**src/mck_pkg.sv**
```systemverilog
// Shared types and constants for the Morse character keyer.
// Used by the front end, request queue, back end and top level.
package mck_pkg;

  localparam int CharW = 8;
  localparam int DurW  = 8;
  localparam int GapW  = 8;

  localparam logic [1:0] KIND_LETTER  = 2'd0;
  localparam logic [1:0] KIND_SPACE   = 2'd1;
  localparam logic [1:0] KIND_INVALID = 2'd2;

  localparam logic [1:0] CFG_SYMBOL_GAP = 2'd0;
  localparam logic [1:0] CFG_LETTER_GAP = 2'd1;
  localparam logic [1:0] CFG_WORD_GAP   = 2'd2;

  localparam logic [DurW-1:0] DOT_TICKS  = 8'd1;
  localparam logic [DurW-1:0] DASH_TICKS = 8'd3;

  localparam logic [CharW-1:0] CASE_MASK   = 8'hDF;
  localparam logic [CharW-1:0] SPACE_CHAR  = 8'h20;
  localparam logic [CharW-1:0] FIRST_UPPER = 8'h41;
  localparam logic [CharW-1:0] LAST_UPPER  = 8'h5A;

  // High nibble: symbol count; low nibble bit i: symbol i is a dash.
  localparam logic [7:0] LETTER_CODE [32] = '{
    8'h22, 8'h41, 8'h45, 8'h31, 8'h10, 8'h44, 8'h33, 8'h40,
    8'h20, 8'h4E, 8'h35, 8'h42, 8'h23, 8'h21, 8'h37, 8'h46,
    8'h4B, 8'h32, 8'h30, 8'h11, 8'h34, 8'h48, 8'h36, 8'h49,
    8'h4D, 8'h33, 8'h00, 8'h00, 8'h00, 8'h00, 8'h00, 8'h00
  };

  typedef struct packed {
    logic [1:0] kind;
    logic [2:0] count;
    logic [3:0] dash;
  } desc_t;

  typedef struct packed {
    logic [GapW-1:0] symbol_gap;
    logic [GapW-1:0] letter_gap;
    logic [GapW-1:0] word_gap;
  } gaps_t;

endpackage

```
**src/morse_character_keyer.sv**
```systemverilog
// Morse character keyer top level: gap registers, front end, queue, back end.
// Depends on mck_pkg, mck_front, mck_queue and mck_back.
//
//  channel | dir | handshake            | payload
//  in_     | in  | in_tvalid/in_tready  | tdata[7:0] character
//  out_    | out | out_tvalid/out_tready| tdata light_on, duration; tlast last; tuser invalid
//  cfg_    | in  | cfg_we               | cfg_index, cfg_wdata
//
// A request is accepted in any cycle the queue has room; the back end emits one
// segment per cycle unless the output stalls; a character gives 1 to 9 segments.
// Reset empties the queue and output register and loads gaps 5, 3 and 7.
// A stalled output holds its segment; the queue keeps taking requests until full.
module morse_character_keyer #(
  parameter int QUEUE_DEPTH = 4
) (
  input  logic        clk,
  input  logic        rst_n,
  input  logic        in_tvalid,
  output logic        in_tready,
  input  logic [7:0]  in_tdata,   // [7:0] character
  output logic        out_tvalid,
  input  logic        out_tready,
  output logic [15:0] out_tdata,  // [0] light_on, [8:1] duration, [15:9] zero
  output logic        out_tlast,
  output logic        out_tuser,  // [0] invalid
  input  logic        cfg_we,
  input  logic [1:0]  cfg_index,
  input  logic [7:0]  cfg_wdata
);

  mck_pkg::gaps_t           gaps_r;
  mck_pkg::desc_t           fe_desc, q_data;
  logic                     q_full, q_empty, q_pop;
  logic                     out_light_on;
  logic [mck_pkg::DurW-1:0] out_duration;

  always_ff @(posedge clk) begin
    if (!rst_n) begin
      gaps_r.symbol_gap <= 8'd5;
      gaps_r.letter_gap <= 8'd3;
      gaps_r.word_gap   <= 8'd7;
    end else if (cfg_we) begin
      case (cfg_index)
        mck_pkg::CFG_SYMBOL_GAP: gaps_r.symbol_gap <= cfg_wdata;
        mck_pkg::CFG_LETTER_GAP: gaps_r.letter_gap <= cfg_wdata;
        mck_pkg::CFG_WORD_GAP:   gaps_r.word_gap   <= cfg_wdata;
        default: ;
      endcase
    end
  end

  mck_front u_front (
    .character (in_tdata),
    .desc      (fe_desc)
  );

  assign in_tready = !q_full;

  mck_queue #(
    .DEPTH (QUEUE_DEPTH)
  ) u_queue (
    .clk     (clk),
    .rst_n   (rst_n),
    .wr_en   (in_tvalid),
    .wr_data (fe_desc),
    .rd_en   (q_pop),
    .rd_data (q_data),
    .full    (q_full),
    .empty   (q_empty)
  );

  mck_back u_back (
    .clk          (clk),
    .rst_n        (rst_n),
    .gaps         (gaps_r),
    .q_data       (q_data),
    .q_empty      (q_empty),
    .q_pop        (q_pop),
    .out_valid    (out_tvalid),
    .out_ready    (out_tready),
    .out_light_on (out_light_on),
    .out_duration (out_duration),
    .out_last     (out_tlast),
    .out_invalid  (out_tuser)
  );

  assign out_tdata = {7'd0, out_duration, out_light_on};

  a_queue_state: assert property (@(posedge clk) disable iff (!rst_n)
    !(q_full && q_empty))
    else $error("queue full and empty at once");

  a_invalid_seg: assert property (@(posedge clk) disable iff (!rst_n)
    out_tvalid && out_tuser |-> out_tlast && !out_tdata[0] && out_tdata[8:1] == 8'd0)
    else $error("invalid segment not empty and final");

  a_light_seg: assert property (@(posedge clk) disable iff (!rst_n)
    out_tvalid && out_tdata[0] |->
      !out_tlast && !out_tuser && (out_tdata[8:1] == 8'd1 || out_tdata[8:1] == 8'd3))
    else $error("on segment is not a dot or dash");

  a_pop_empty: assert property (@(posedge clk) disable iff (!rst_n)
    q_pop |-> !q_empty)
    else $error("back end popped an empty queue");

endmodule

```
**src/mck_front.sv**
```systemverilog
// Front end: classifies one character and looks up its Morse symbols.
// Depends on mck_pkg.
module mck_front (
  input  logic [mck_pkg::CharW-1:0] character,
  output mck_pkg::desc_t            desc
);

  logic [mck_pkg::CharW-1:0] folded;
  logic [mck_pkg::CharW-1:0] diff;
  logic [7:0]                code;
  logic                      is_letter;

  assign folded    = character & mck_pkg::CASE_MASK;
  assign diff      = folded - mck_pkg::FIRST_UPPER;
  assign is_letter = (folded >= mck_pkg::FIRST_UPPER) && (folded <= mck_pkg::LAST_UPPER);
  assign code      = mck_pkg::LETTER_CODE[diff[4:0]];

  always_comb begin
    desc.count = code[6:4];
    desc.dash  = code[3:0];
    if (character == mck_pkg::SPACE_CHAR) begin
      desc.kind = mck_pkg::KIND_SPACE;
    end else if (is_letter) begin
      desc.kind = mck_pkg::KIND_LETTER;
    end else begin
      desc.kind = mck_pkg::KIND_INVALID;
    end
  end

endmodule

```
**src/mck_queue.sv**
```systemverilog
// Short request queue between front and back end.
// Depends on mck_pkg for the descriptor type.
module mck_queue #(
  parameter int DEPTH = 4
) (
  input  logic           clk,
  input  logic           rst_n,
  input  logic           wr_en,
  input  mck_pkg::desc_t wr_data,
  input  logic           rd_en,
  output mck_pkg::desc_t rd_data,
  output logic           full,
  output logic           empty
);

  localparam int AddrW = (DEPTH > 1) ? $clog2(DEPTH) : 1;
  localparam int CntW  = $clog2(DEPTH + 1);

  mck_pkg::desc_t   mem_r [DEPTH];
  logic [AddrW-1:0] wr_ptr_r, wr_ptr_nxt;
  logic [AddrW-1:0] rd_ptr_r, rd_ptr_nxt;
  logic [CntW-1:0]  cnt_r, cnt_nxt;
  logic             do_wr, do_rd;

  assign full    = (cnt_r == CntW'(DEPTH));
  assign empty   = (cnt_r == '0);
  assign do_wr   = wr_en && !full;
  assign do_rd   = rd_en && !empty;
  assign rd_data = mem_r[rd_ptr_r];

  always_comb begin
    wr_ptr_nxt = wr_ptr_r;
    rd_ptr_nxt = rd_ptr_r;
    cnt_nxt    = cnt_r;
    if (do_wr) begin
      wr_ptr_nxt = (wr_ptr_r == AddrW'(DEPTH - 1)) ? '0 : wr_ptr_r + 1'b1;
    end
    if (do_rd) begin
      rd_ptr_nxt = (rd_ptr_r == AddrW'(DEPTH - 1)) ? '0 : rd_ptr_r + 1'b1;
    end
    if (do_wr && !do_rd) begin
      cnt_nxt = cnt_r + 1'b1;
    end else if (do_rd && !do_wr) begin
      cnt_nxt = cnt_r - 1'b1;
    end
  end

  always_ff @(posedge clk) begin
    if (!rst_n) begin
      wr_ptr_r <= '0;
      rd_ptr_r <= '0;
      cnt_r    <= '0;
    end else begin
      wr_ptr_r <= wr_ptr_nxt;
      rd_ptr_r <= rd_ptr_nxt;
      cnt_r    <= cnt_nxt;
    end
  end

  always_ff @(posedge clk) begin
    if (do_wr) begin
      mem_r[wr_ptr_r] <= wr_data;
    end
  end

endmodule

```
**src/mck_back.sv**
```systemverilog
// Back end: steps through the segments of one request, one per cycle unless the
// output stalls, into an output register. Depends on mck_pkg.
module mck_back (
  input  logic                     clk,
  input  logic                     rst_n,
  input  mck_pkg::gaps_t           gaps,
  input  mck_pkg::desc_t           q_data,
  input  logic                     q_empty,
  output logic                     q_pop,
  output logic                     out_valid,
  input  logic                     out_ready,
  output logic                     out_light_on,
  output logic [mck_pkg::DurW-1:0] out_duration,
  output logic                     out_last,
  output logic                     out_invalid
);

  logic                     cur_valid_r, cur_valid_nxt;
  mck_pkg::desc_t           cur_desc_r;
  logic [3:0]               step_r, step_nxt;
  logic                     out_valid_r, out_valid_nxt;
  logic                     light_r, last_r, invalid_r;
  logic [mck_pkg::DurW-1:0] dur_r;

  logic                     seg_light, seg_last, seg_invalid;
  logic [mck_pkg::DurW-1:0] seg_dur;
  logic [3:0]               seg_total;
  logic                     advance, load;

  assign seg_total = {cur_desc_r.count, 1'b0};

  always_comb begin
    seg_light   = 1'b0;
    seg_dur     = '0;
    seg_last    = 1'b1;
    seg_invalid = 1'b0;
    case (cur_desc_r.kind)
      mck_pkg::KIND_LETTER: begin
        if (step_r < seg_total) begin
          seg_last = 1'b0;
          if (!step_r[0]) begin
            seg_light = 1'b1;
            seg_dur   = cur_desc_r.dash[step_r[2:1]] ? mck_pkg::DASH_TICKS
                                                      : mck_pkg::DOT_TICKS;
          end else begin
            seg_dur = gaps.symbol_gap;
          end
        end else begin
          seg_dur = gaps.letter_gap;
        end
      end
      mck_pkg::KIND_SPACE: begin
        seg_dur = gaps.word_gap;
      end
      default: begin
        seg_invalid = 1'b1;
      end
    endcase
  end

  assign advance = cur_valid_r && (!out_valid_r || out_ready);
  assign load    = !cur_valid_r || (advance && seg_last);
  assign q_pop   = load && !q_empty;

  always_comb begin
    cur_valid_nxt = load ? !q_empty : cur_valid_r;
    if (load) begin
      step_nxt = '0;
    end else if (advance) begin
      step_nxt = step_r + 1'b1;
    end else begin
      step_nxt = step_r;
    end
    if (advance) begin
      out_valid_nxt = 1'b1;
    end else if (out_ready) begin
      out_valid_nxt = 1'b0;
    end else begin
      out_valid_nxt = out_valid_r;
    end
  end

  always_ff @(posedge clk) begin
    if (!rst_n) begin
      cur_valid_r <= 1'b0;
      step_r      <= '0;
      out_valid_r <= 1'b0;
    end else begin
      cur_valid_r <= cur_valid_nxt;
      step_r      <= step_nxt;
      out_valid_r <= out_valid_nxt;
    end
  end

  always_ff @(posedge clk) begin
    if (q_pop) begin
      cur_desc_r <= q_data;
    end
    if (advance) begin
      light_r   <= seg_light;
      dur_r     <= seg_dur;
      last_r    <= seg_last;
      invalid_r <= seg_invalid;
    end
  end

  assign out_valid    = out_valid_r;
  assign out_light_on = light_r;
  assign out_duration = dur_r;
  assign out_last     = last_r;
  assign out_invalid  = invalid_r;

endmodule
```
**config.mk**
```make
export PLATFORM = sky130hd
export DESIGN_NAME = morse_character_keyer
export DESIGN_NICKNAME = d
export VERILOG_FILES = /design/src/mck_pkg.sv /design/src/morse_character_keyer.sv /design/src/mck_front.sv /design/src/mck_queue.sv /design/src/mck_back.sv
export SDC_FILE = /design/constraint.sdc
export NUM_CORES = 1
export LEC_CHECK = 0
export BUFFER_PORTS_ARGS = -buffer_cell sky130_fd_sc_hd__buf_2
export CAP_MARGIN = 20
export CORE_UTILIZATION = 60
export DETAILED_ROUTE_END_ITERATION = 7
export PLACE_DENSITY = 0.8
export SLEW_MARGIN = 20
export SYNTH_ARGS = -nofsm -noshare
export SYNTH_HDL_FRONTEND = slang
export SYNTH_HIERARCHICAL = 1
export SYNTH_SLANG_ARGS = --single-unit
export TNS_END_PERCENT = 5
```
**constraint.sdc**
```tcl
create_clock -name clk -period 3.6 [get_ports clk]
set_clock_uncertainty 0.2 [all_clocks]
set_input_delay 0.18 -clock clk [delete_from_list [all_inputs] [get_ports clk]]
set_output_delay 0.18 -clock clk [all_outputs]
set_load 0.1 [all_outputs]
```
==> flow_summary_export.csv, run 1 <==
group,metric,value,unit
status,run_status,"finished clean",
hold_path,timing.hold.worst.start,"in_tdata[6]",
placement,place_congestion,0.9758,
detailed_routing,first_pass_iters,4,
floorplanning,core.rowCount,32,
global_route,grt_start_max_net_pins,49,
setup_path,worst_ep_arrival_time,3080,ps
sta,max_clock_freq,0.3332,GHz
synth,postSynthCellCount,453,
sta,report.final.setup_viol,0,
floorplanning,start_util,63.10,%
detailed_routing,post_drt_antenna_nets,0,
job,cap_viol_max_count,0,
setup_path,number_of_buffers_and_inverters_on_the_critical_path,2,
setup_path,worst_setup_path_startpoint,"u_back/cur_desc_r[6]",
setup_path,slowest_stage,"sky130_fd_sc_hd__fa_1",
global_route,globalRoute.totalOverflow,0,
synth,synth.cells.most_frequent,"sky130_fd_sc_hd__edfxtp_1 (56), sky130_fd_sc_hd__nand2_1 (49), sky130_fd_sc_hd__dfxtp_1 (39)",
setup_path,worstSetupEndpointType,"register",
synth,synth_top_area_share,33.79,%
synth,async_flop_share,0,%
power_and_ir_drop,internal_power,2.066,mW
setup_path,worstPathMaxFanout,5,
synth,ys_top_cells_by_area,"sky130_fd_sc_hd__edfxtp_1 (34%), sky130_fd_sc_hd__dfxtp_1 (16%), sky130_fd_sc_hd__mux2i_1 (6.0%), sky130_fd_sc_hd__mux4_2 (4.5%), sky130_fd_sc_hd__ha_1 (4.0%)",
layout,final_layout_size_suffix_gt1_share,16.18,%
clocking,cts_root_buf,"sky130_fd_sc_hd__clkbuf_8",
synth,ys_dominant_reg_cell,"sky130_fd_sc_hd__edfxtp_1",
setup_path,cell_chain_critical_path,"inv_1 -> ha_1 -> a21oi_1 -> o21ai_1 -> o21ai_0 -> a21oi_1 -> o31ai_1 -> ha_1 -> inv_1 -> fa_1 -> xor2_1 -> or3_1 -> a21boi_0",
power_and_ir_drop,power.switching,1.273,mW
setup_path,cp-start-kind,"register",
setup_path,critical_r2r_launch,"u_back/cur_desc_r[6]",
sta,relSlewSlack,43.64,%
power_and_ir_drop,power.combinational.fraction,33.1,%
clocking,cts_inserted_buffers,9,
power_and_ir_drop,power.clock.fraction,21.2,%
synth,synth_cell_type_count,70,
floorplanning,fp.dieH,93.08,um
floorplanning,die_area,0.008664,mm^2
power_and_ir_drop,power.density,621.8,mW/mm^2
layout,area_delta_synth_final,7.893,%
synth,seq_area_frac_synth,49.47,%
setup_path,worst-setup-path-type,"reg -> reg",
global_route,grt_use_total,23.62,%
global_route,grt_pass1_wl,15.76,mm
detailed_routing,detailroute.via_count,3459,
layout,finalCoreUtilization,68.08,%
hold_path,hp-class,"in -> reg",
sta,maxSlewViolCount,0,
setup_path,timing.critical_path.slowest_cell_delay,370,ps
global_route,met1_usage,28.28,%
setup_path,critPathTopFamily,"adder cells",
setup_path,worst_ep_required_time,3680,ps
synth,mappedNetlistArea,0.004977,mm^2
clocking,postCtsSetupRepairBufs,0,
synth,yosysWarnings,6,
clocking,htree_levels,3,
power_and_ir_drop,p_leak,2.041,nW
synth,synth.most_common_cell,"sky130_fd_sc_hd__edfxtp_1",
synth,synth_top_area_cell,"sky130_fd_sc_hd__edfxtp_1",
synth,postSynthRegisterBits,95,
synth,syn_area_per_cell,10.99,um^2
placement,buffer_ports.inserted,35,
sta,grt_setup_unrepaired,"false",
power_and_ir_drop,power_frac_seq,45.7,%
clocking,post_cts_resize_count,0,
clocking,insertion_delay,360,ps
power_and_ir_drop,ir_worst_vdd,0.0003626,V
clocking,clockBufferDepth,2,
floorplanning,dieWidth,93.08,um
global_route,globalRouteMet2Util,41.12,%
global_route,grt.busiest_layer,"met2",
floorplanning,pin_count,43,
sta,finalHoldViolations,0,
clocking,clock_tree_from_tritoncts,"done",
floorplanning,core-area,0.007888,mm^2
placement,hpwl,6.491,mm
sta,fin_crit_share,83.36,%
sta,clock_period_minus_worst_slack,3001,ps
sta,setup_tns,0,ps
detailed_routing,drt_iter0_drc,163,
layout,design.final.nets,517,
clocking,cts.clk_slew.worst_paths,90,ps
layout,diodes_inserted,0,
global_route,grt_antenna_before_repair,0,
sta,timing_worst_slew_pin_value,842.2,ps
power_and_ir_drop,power.switching_fraction,38.14,%
global_route,number_of_global_route_vias_before_repair,3392,
detailed_routing,drc,0,
global_route,global_route.usage.met3,5.285,%
synth,number_of_enable_type_register_cells_in_the_synthesized_netlist,56,
detailed_routing,postRouteWirelength,9.476,mm
detailed_routing,avgRoutedWirePerCell,16.23,um
clocking,cts.sink_count,95,
detailed_routing,post_drt_via_cell_ratio,5.923,
==> power groups by stage <==
stage | clock [mW] | sequential, mW | combinational, mW
2_1_floorplan | 0 | 1.78 | 0.670
3_5_place_dp | 0 | 1.56 | 1.10
4_1_cts | 0.723 | 1.53 | 1.11
6_report | 0.708 | 1.52 | 1.11
5_1_grt | 0.771 | 1.55 | 1.19
3_3_place_gp | 0 | 1.54 | 1.07
==> layer usage <==
metal | share of wire, % | vias up | routed length, um
met2 | 51 | 94 | 4813
li1 | - | 1681 | -
met3 | 4.1 | 18 | 392
met1 | 43 | 1666 | 4071
met4 | 2.1 | 0 | 198
met5 | 0 | - | 0
==> through the flow <==
step / setup slack, ps / area [um^2] / cells / hold WS (ps) / power, mW
detailed placement: 591.1 / 5076 / 559 / 249.5 / 2.654
CTS: 572.4 / 5370 / 584 / 25.15 / 3.366
global placement: 707.1 / 5076 / 559 / 239.1 / 2.609
floorplan: 392.8 / 5000 / 459 / 109.0 / 2.452
finish: 599.0 / 5370 / 584 / 36.13 / 3.339
global route: 352.7 / 5370 / 584 / 35.80 / 3.513
==> cell type report <==
cell class / count / area (um^2)
clock buffers: 9 / 123.9
clock inverters: 7 / 80.08
fillers: 587 / 2517
inverters: 16 / 60.06
multi-input cells: 308 / 2228
flip-flops and latches: 95 / 2462
well taps: 102 / 127.6
repair buffers: 47 / 287.8
==> worst reg2reg max path, delay by kind of cell, from the launching register on <==
family | cells | cell delay, ps
flip-flops | 1 | 330
buffers and inverters | 2 | 100
XOR/XNOR | 1 | 160
AO/OA/AOI/OAI | 6 | 880
AND/OR/NAND/NOR | 1 | 300
adder cells (fa/ha/maj) | 3 | 960
==> final timing paths <==
kind                          to  slack (ps)  cells after the start
max             u_queue/cnt_r[2]         600                     13
min          u_queue/mem_r[2][8]          40                      2
max reg2reg     u_queue/cnt_r[2]         600                     13
min reg2reg           gaps_r[21]         270                      2
==> repair_timing <==
item                       CTS  global route
hold endpoints to repair    26             0
hold buffers                 9             0
setup endpoints to repair    0             0
==> cell families after synthesis <==
family,synth area share (%)
buffers and inverters,6.209
adders and majority gates,4.424
DFF,49.47
and+or+nand+nor,16.54
AOI/OAI and AO/OA,11.26
other,0.07534
muxes,10.78
xor gates and xnor gates,1.232
==> layout by cell type (no fill, tap or decap), types with 4 or more instances in the layout <==
master	n
sky130_fd_sc_hd__clkbuf_8	9
sky130_fd_sc_hd__ha_1	16
sky130_fd_sc_hd__nand3_1	22
sky130_fd_sc_hd__conb_1	7
sky130_fd_sc_hd__mux4_2	10
sky130_fd_sc_hd__dlygate4sd3_1	9
sky130_fd_sc_hd__nand2b_1	5
sky130_fd_sc_hd__nor3_1	4
sky130_fd_sc_hd__and2_1	6
sky130_fd_sc_hd__nor2_1	19
sky130_fd_sc_hd__a21oi_1	12
sky130_fd_sc_hd__xnor2_1	4
sky130_fd_sc_hd__o21ai_0	18
sky130_fd_sc_hd__inv_1	16
sky130_fd_sc_hd__buf_2	35
sky130_fd_sc_hd__nand2_1	49
sky130_fd_sc_hd__dfxtp_1	39
sky130_fd_sc_hd__nor2b_1	27
sky130_fd_sc_hd__o211ai_1	10
sky130_fd_sc_hd__edfxtp_1	56
sky130_fd_sc_hd__mux2i_1	30
==> flip-flops by register name, summed over array words and instances (netlist names), 2 cells and up, named ones only <==
register             count
u_back/out_duration      8
u_back/cur_desc_r        9
u_queue/mem_r           36
u_queue/wr_ptr_r         2
u_queue/cnt_r            3
gaps_r                  24
u_back/step_r            4
u_queue/rd_ptr_r         2
(Power assumes the default switching activity.)
==> run 2: changes to the inputs <==
- CORE_UTILIZATION: 60 -> 54
- PLACE_DENSITY: 0.8 -> 0.76
- clock period: 3.6 -> 2.5 ns (I/O delays scaled with it)
==> run 2 against run 1 <==
  * The run now ends with design-rule violations, negative setup slack left
  * Combinational power increased by 61%
  * Highest routed layer unchanged
  * First-iteration DRC count down 3.1%
  * Worst setup slack worse by 750 ps
  * Cell count up 5.1%
  * Critical path type unchanged
  * Largest cell class unchanged
  * Non-clock buffer count up 24
  * Global-route usage is 2.3 points lower
==> flow_summary_export.csv, run 2 (synthesis results as in run 1) <==
group,metric,value,unit
global_route,grt_antenna_before_repair,0,
layout,multi_input_comb_area,0.002290,mm^2
sta,finalHoldViolations,0,
setup_path,critical_r2r_launch,"u_back/cur_desc_r[6]",
sta,fin_crit_share,106.1,%
placement,buffer_ports.inserted,35,
floorplanning,die_area,0.009605,mm^2
status,run_status,"finished with violations",
setup_path,worst_ep_required_time,2590,ps
detailed_routing,drc,3,
detailed_routing,post_drt_antenna_nets,0,
floorplanning,start_util,56.52,%
power_and_ir_drop,p_leak,2.170,nW
hold_path,whs_endpoint,"u_queue/mem_r[3][8]",
global_route,grt_start_max_net_pins,34,
placement,place_congestion,0.9393,
layout,area_delta_synth_final,13.25,%
global_route,number_of_global_route_vias_before_repair,3402,
detailed_routing,first_pass_iters,7,
setup_path,worstSetupEndpointType,"register",
layout,design.final.nets,541,
setup_path,ff2ff_path_depth,13,
placement,hpwl,6.708,mm
sta,clock_period_minus_worst_slack,2651,ps
layout,biggestRegsByFlops,"u_queue/mem_r x36, gaps_r x24, u_back/cur_desc_r x9",
detailed_routing,drt_iter0_drc,158,
sta,max_clock_freq,0.3772,GHz
setup_path,worst_ep_arrival_time,2740,ps
floorplanning,pin_count,43,
sta,grt_setup_unrepaired,"true",
job,cap_viol_max_count,0,
clocking,insertion_delay,350,ps
layout,registers.top_by_ff_count,"u_queue/mem_r",
sta,final.setup.worst_slack,-151.5,ps
floorplanning,core.rowCount,34,
clocking,clock_tree_from_tritoncts,"done",
power_and_ir_drop,power.density,890.7,mW/mm^2
sta,timing_worst_slew_pin_value,621.5,ps
status,violations_in_the_final_reports,"design-rule violations, negative setup slack",
detailed_routing,detailroute.via_count,3531,
layout,diodes_inserted,0,
global_route,grt_use_total,21.36,%
hold_path,timing.hold.worst.start,"in_tdata[7]",
layout,largest_register_ff_count,36,
floorplanning,fp.dieH,98.01,um
setup_path,reg2reg_slack,-150,ps
global_route,globalRoute.totalOverflow,0,
clocking,cts_inserted_buffers,9,
layout,layout.cells.most_common,"sky130_fd_sc_hd__edfxtp_1",
setup_path,critical_path.reg2reg.endpoint,"u_queue/cnt_r[2]",
sta,report.final.setup_viol,1,
clocking,cts.clk_slew.worst_paths,90,ps
setup_path,cp-start-kind,"register",
power_and_ir_drop,ir_worst_vdd,0.0005286,V
detailed_routing,post_drt_via_cell_ratio,5.751,
clocking,cts.sink_count,95,
setup_path,worst-setup-path-type,"reg -> reg",
hold_path,hp-class,"in -> reg",
clocking,cts_root_buf,"sky130_fd_sc_hd__clkbuf_8",
detailed_routing,avgRoutedWirePerCell,15.87,um
layout,layout.filler_cells,699,
layout,finalCoreUtilization,64.01,%
power_and_ir_drop,design_power_total,5.021,mW
detailed_routing,postRouteWirelength,9.742,mm
floorplanning,core-area,0.008806,mm^2
hold_path,whs_path_depth,3,
sta,maxSlewViolCount,0,
global_route,grt_pass1_wl,16.20,mm
layout,register_area,0.002464,mm^2
layout,commonest_non_fill_non_tap_cells_in_the_layout,"sky130_fd_sc_hd__edfxtp_1 (56), sky130_fd_sc_hd__nand2_1 (49), sky130_fd_sc_hd__dfxtp_1 (38), sky130_fd_sc_hd__buf_2 (35), sky130_fd_sc_hd__mux2i_1 (30)",
layout,final_layout_size_suffix_gt1_share,22.13,%
setup_path,worstPathMaxFanout,2,
floorplanning,dieWidth,98.01,um
sta,relSlewSlack,58.51,%
clocking,htree_levels,3,
clocking,clockBufferDepth,2,
-- run 2: changes by cell type in the layout (fill, tap and decap cells not counted), sizes merged --
cell and delta:
buf +23, bufinv -1, inv -1, dlygate4sd3 +1, clkbuf +3, clkinv -1
-- run 2: stage by stage --
stage	setup WS, ps	area, um^2	cells	setup TNS, ps	hold WS (ps)
after floorplan	-244.1	5045	459	-358.6	46.55
after global placement	-95.21	5291	587	-95.21	188.7
after detailed placement	-215.2	5291	587	-261.7	203.0
after CTS	-157.7	5637	614	-157.7	34.59
after global routing	-280.8	5637	614	-364.9	62.78
final	-151.5	5637	614	-151.5	44.17
-- run 2: report_power, final --
| group | internal, mW | switching, mW | leakage (nW) |
|---|---|---|---|
| clock network | 0.516 | 0.520 | 0.110 |
| registers | 2.02 | 0.177 | 0.841 |
| logic | 0.607 | 1.18 | 1.22 |
| total | 3.14 | 1.88 | 2.17 |
-- run 2: repair_timing --
action	4_1_cts	5_1_grt
setup endpoints to repair	2	2
pin swaps	4	4
endpoints found under the hold margin	30	0
hold buffers	10	0
gates resized for setup	5	0
setup buffers	1	0
-- run 2: worst max path at each step --
stage	start	to	slack, ps	cells past startpoint
global placement	u_back/cur_desc_r[6]	u_queue/cnt_r[2]	-100	13
global route	u_back/cur_desc_r[6]	u_queue/cnt_r[2]	-280	13
finish	u_back/cur_desc_r[6]	u_queue/cnt_r[2]	-150	13
floorplan	u_back/cur_desc_r[6]	u_queue/cnt_r[2]	-240	14
detailed placement	u_back/cur_desc_r[6]	u_queue/cnt_r[2]	-220	13
CTS	u_back/cur_desc_r[6]	u_queue/cnt_r[2]	-160	13
-- run 2: routing by layer --
layer  vias up  share of wire, %  track usage, %
met3        20               5.5           4.295
met2       114                49           37.00
met4         0               1.9           7.692
met5         -                 0               0
li1       1725                 -               -
met1      1672                44           26.48
-- run 2: final cells by class --
cell class	count	share of cell area, %
inverter	16	1.065
clock inverter	4	0.5327
sequential	95	43.71
clock buffer	12	3.330
tap	108	2.397
multi-input combinational	308	40.62
timing repair buffer	71	8.346
-- run 2: worst max-delay path: stages, from the launching register on --
cell and delay (ps):
sky130_fd_sc_hd__edfxtp_1 390, sky130_fd_sc_hd__inv_2 80, sky130_fd_sc_hd__ha_4 200, sky130_fd_sc_hd__a21oi_2 140
sky130_fd_sc_hd__o21ai_2 90, sky130_fd_sc_hd__o21ai_4 170, sky130_fd_sc_hd__a21oi_4 80, sky130_fd_sc_hd__o31ai_4 80
sky130_fd_sc_hd__ha_2 220, sky130_fd_sc_hd__inv_2 40, sky130_fd_sc_hd__fa_2 330, sky130_fd_sc_hd__xor2_1 150
sky130_fd_sc_hd__or3_1 300, sky130_fd_sc_hd__a21boi_1 120
==> run 3: changes to the inputs <==
==> constraint.sdc (replaced) <==
create_clock -name clk -period 2.5 [get_ports clk]
set_clock_uncertainty 0.2 [all_clocks]
set_input_delay 0.5 -clock clk [delete_from_list [all_inputs] [get_ports clk]]
set_output_delay 0.5 -clock clk [all_outputs]
set_load 0.1 [all_outputs]
==> run 3 against run 2 <==
  * The run still ends with design-rule violations, negative setup slack left
  * Cell area increased by 1.5%
  * Routed wire length increased by 6.9%
  * Clock-buffer cell count decreased by 1
  * Total power decreased by 0.86%
  * Flip-flop and latch count unchanged
  * Via count increased by 1.4%
  * Critical path depth unchanged
  * Worst hold slack improved by 160 ps
  * Worst setup slack got worse by 17 ps
  * Die area unchanged
  * Register-to-register slack got worse by 20 ps
  * Highest routed layer unchanged
==> flow_summary_export.csv, run 3 (synthesis results as in run 1) <==
group,metric,value,unit
global_route,grt_antenna_before_repair,0,
layout,biggestRegsByFlops,"u_queue/mem_r x36, gaps_r x24, u_back/cur_desc_r x9",
power_and_ir_drop,internal_power,3.083,mW
power_and_ir_drop,ir_worst_vdd,0.0005123,V
clocking,clock_tree_from_tritoncts,"done",
detailed_routing,postRouteWirelength,10.41,mm
power_and_ir_drop,power.switching,1.895,mW
job,cap_viol_max_count,0,
power_and_ir_drop,design_power_total,4.978,mW
floorplanning,core.rowCount,34,
sta,relSlewSlack,58.19,%
layout,commonest_non_fill_non_tap_cells_in_the_layout,"sky130_fd_sc_hd__edfxtp_1 (56), sky130_fd_sc_hd__buf_4 (54), sky130_fd_sc_hd__nand2_1 (49), sky130_fd_sc_hd__dfxtp_1 (38), sky130_fd_sc_hd__buf_2 (35)",
global_route,number_of_global_route_vias_before_repair,3493,
floorplanning,core-area,0.008806,mm^2
layout,registers.top_by_ff_count,"u_queue/mem_r",
power_and_ir_drop,power_frac_seq,44.1,%
floorplanning,fp.dieH,98.01,um
floorplanning,start_util,56.52,%
detailed_routing,avgRoutedWirePerCell,16.47,um
status,violations_in_the_final_reports,"design-rule violations, negative setup slack",
layout,area_delta_synth_final,14.93,%
sta,maxSlewViolCount,0,
sta,fin_crit_share,106.7,%
detailed_routing,post_drt_via_cell_ratio,5.668,
clocking,cts_root_buf,"sky130_fd_sc_hd__clkbuf_8",
layout,final_layout_size_suffix_gt1_share,26.53,%
placement,place_congestion,0.9116,
global_route,globalRoute.totalOverflow,0,
layout,diodes_inserted,0,
placement,dp.cells,614,
detailed_routing,post_drt_antenna_nets,0,
layout,layout.filler_cells,686,
detailed_routing,first_pass_iters,7,
power_and_ir_drop,power.combinational.fraction,36.9,%
power_and_ir_drop,p_leak,2.253,nW
layout,design.final.nets,559,
sta,finalHoldViolations,0,
detailed_routing,drc,3,
clocking,cts.sink_count,95,
layout,largest_register_ff_count,36,
clocking,clockBufferDepth,2,
sta,grt_setup_unrepaired,"true",
setup_path,worst_ep_arrival_time,2750,ps
layout,finalCoreUtilization,64.96,%
power_and_ir_drop,power.switching_fraction,38.06,%
setup_path,cp-start-kind,"register",
clocking,insertion_delay,340,ps
clocking,htree_levels,3,
power_and_ir_drop,power.clock.fraction,18.9,%
setup_path,worstSetupEndpointType,"register",
global_route,grt_use_total,22.59,%
layout,layout.cells.most_common,"sky130_fd_sc_hd__edfxtp_1",
detailed_routing,detailroute.via_count,3582,
placement,hpwl,7.442,mm
setup_path,worst-setup-path-type,"reg -> reg",
clocking,cts.clk_slew.worst_paths,90,ps
sta,clock_period_minus_worst_slack,2668,ps
hold_path,hp-class,"in -> reg",
setup_path,worstPathMaxFanout,2,
setup_path,worst_ep_required_time,2580,ps
detailed_routing,drt_iter0_drc,143,
sta,report.final.setup_viol,1,
sta,timing_worst_slew_pin_value,625.3,ps
floorplanning,dieWidth,98.01,um
power_and_ir_drop,power.density,870.1,mW/mm^2
global_route,grt_pass1_wl,16.88,mm
clocking,cts_inserted_buffers,9,
sta,max_clock_freq,0.3748,GHz
floorplanning,pin_count,43,
sta,final.setup.worst_slack,-168.4,ps
layout,finalNonFillerCells,632,
placement,buffer_ports.inserted,35,
global_route,grt_start_max_net_pins,26,
floorplanning,die_area,0.009605,mm^2
status,run_status,"finished with violations",
run 3: cell count changes in the layout (fill, tap and decap cells not counted), sizes merged:
| cell | previous run | this run |
|---|---|---|
| clkinv | 1 | 2 |
| dlygate4sd3 | 10 | 0 |
| clkbuf | 12 | 11 |
| buf | 61 | 89 |
run 3: per-layer routing:
metal  wire [um]  share of wire (%)  up-vias  track usage [%]
met5           0                  0        -                0
met4         173                1.7        0            8.508
met3         488                4.7       16            4.724
met2        5280                 51       99            38.62
met1        4470                 43     1707            28.18
li1            -                  -     1760                -
run 3: stage by stage:
step | worst slack, ps | TNS (ps) | hold WS, ps | cell area (um^2)
final | -168.4 | -168.4 | 209.0 | 5720
after global routing | -261.8 | -296.9 | 217.6 | 5720
after CTS | -135.5 | -135.5 | 197.0 | 5720
after detailed placement | -227.9 | -1770 | 257.2 | 5494
after global placement | -91.59 | -592.5 | 246.4 | 5494
after floorplan | -244.1 | -2150 | 235.0 | 5045
run 3: repair_timing:
action | 4_1_cts | 5_1_grt
endpoints found under the hold margin | 0 | 0
setup buffers | 2 | 0
pin swaps | 2 | 0
gates resized for setup | 5 | 0
hold buffers | 0 | 0
endpoints found under the setup margin | 2 | 2
run 3: worst paths after layout:
check / from / end / slack [ps] / cells past startpoint
worst max-delay path: u_back/cur_desc_r[6] / u_queue/cnt_r[2] / -170 / 13
worst max register to register: u_back/cur_desc_r[6] / u_queue/cnt_r[2] / -170 / 13
worst min register to register: gaps_r[5] / gaps_r[5] / 270 / 2
worst min-delay path: cfg_wdata[2] / gaps_r[10] / 210 / 3
run 3: layout make-up:
cell class	instances	area [um^2]	area share, %
clock inverters	5	38.79	0.6780
multi-input cells	308	2290	40.03
well taps	108	135.1	2.362
clock buffers	11	152.6	2.668
inverters	16	60.06	1.050
repair buffers	89	580.6	10.15
flip-flops and latches	95	2464	43.07
run 3: power by group through the flow:
| stage | clock network [mW] | registers, mW | logic, mW |
|---|---|---|---|
| 2_1_floorplan | 0 | 2.58 | 1.03 |
| 3_3_place_gp | 0 | 2.21 | 1.74 |
| 3_5_place_dp | 0 | 2.23 | 1.79 |
| 4_1_cts | 0.975 | 2.20 | 1.84 |
| 5_1_grt | 1.04 | 2.23 | 1.97 |
| 6_report | 0.943 | 2.20 | 1.84 |
run 3: worst max-delay path, stage by stage, from the launching register on:
cell	delay, ps
sky130_fd_sc_hd__edfxtp_1	400
sky130_fd_sc_hd__inv_2	90
sky130_fd_sc_hd__ha_4	200
sky130_fd_sc_hd__a21oi_2	160
sky130_fd_sc_hd__o21ai_2	90
sky130_fd_sc_hd__o21ai_4	150
sky130_fd_sc_hd__a21oi_4	80
sky130_fd_sc_hd__o31ai_4	80
sky130_fd_sc_hd__ha_2	220
sky130_fd_sc_hd__inv_2	40
sky130_fd_sc_hd__fa_2	330
sky130_fd_sc_hd__xor2_1	150
sky130_fd_sc_hd__or3_1	310
sky130_fd_sc_hd__a21boi_1	120
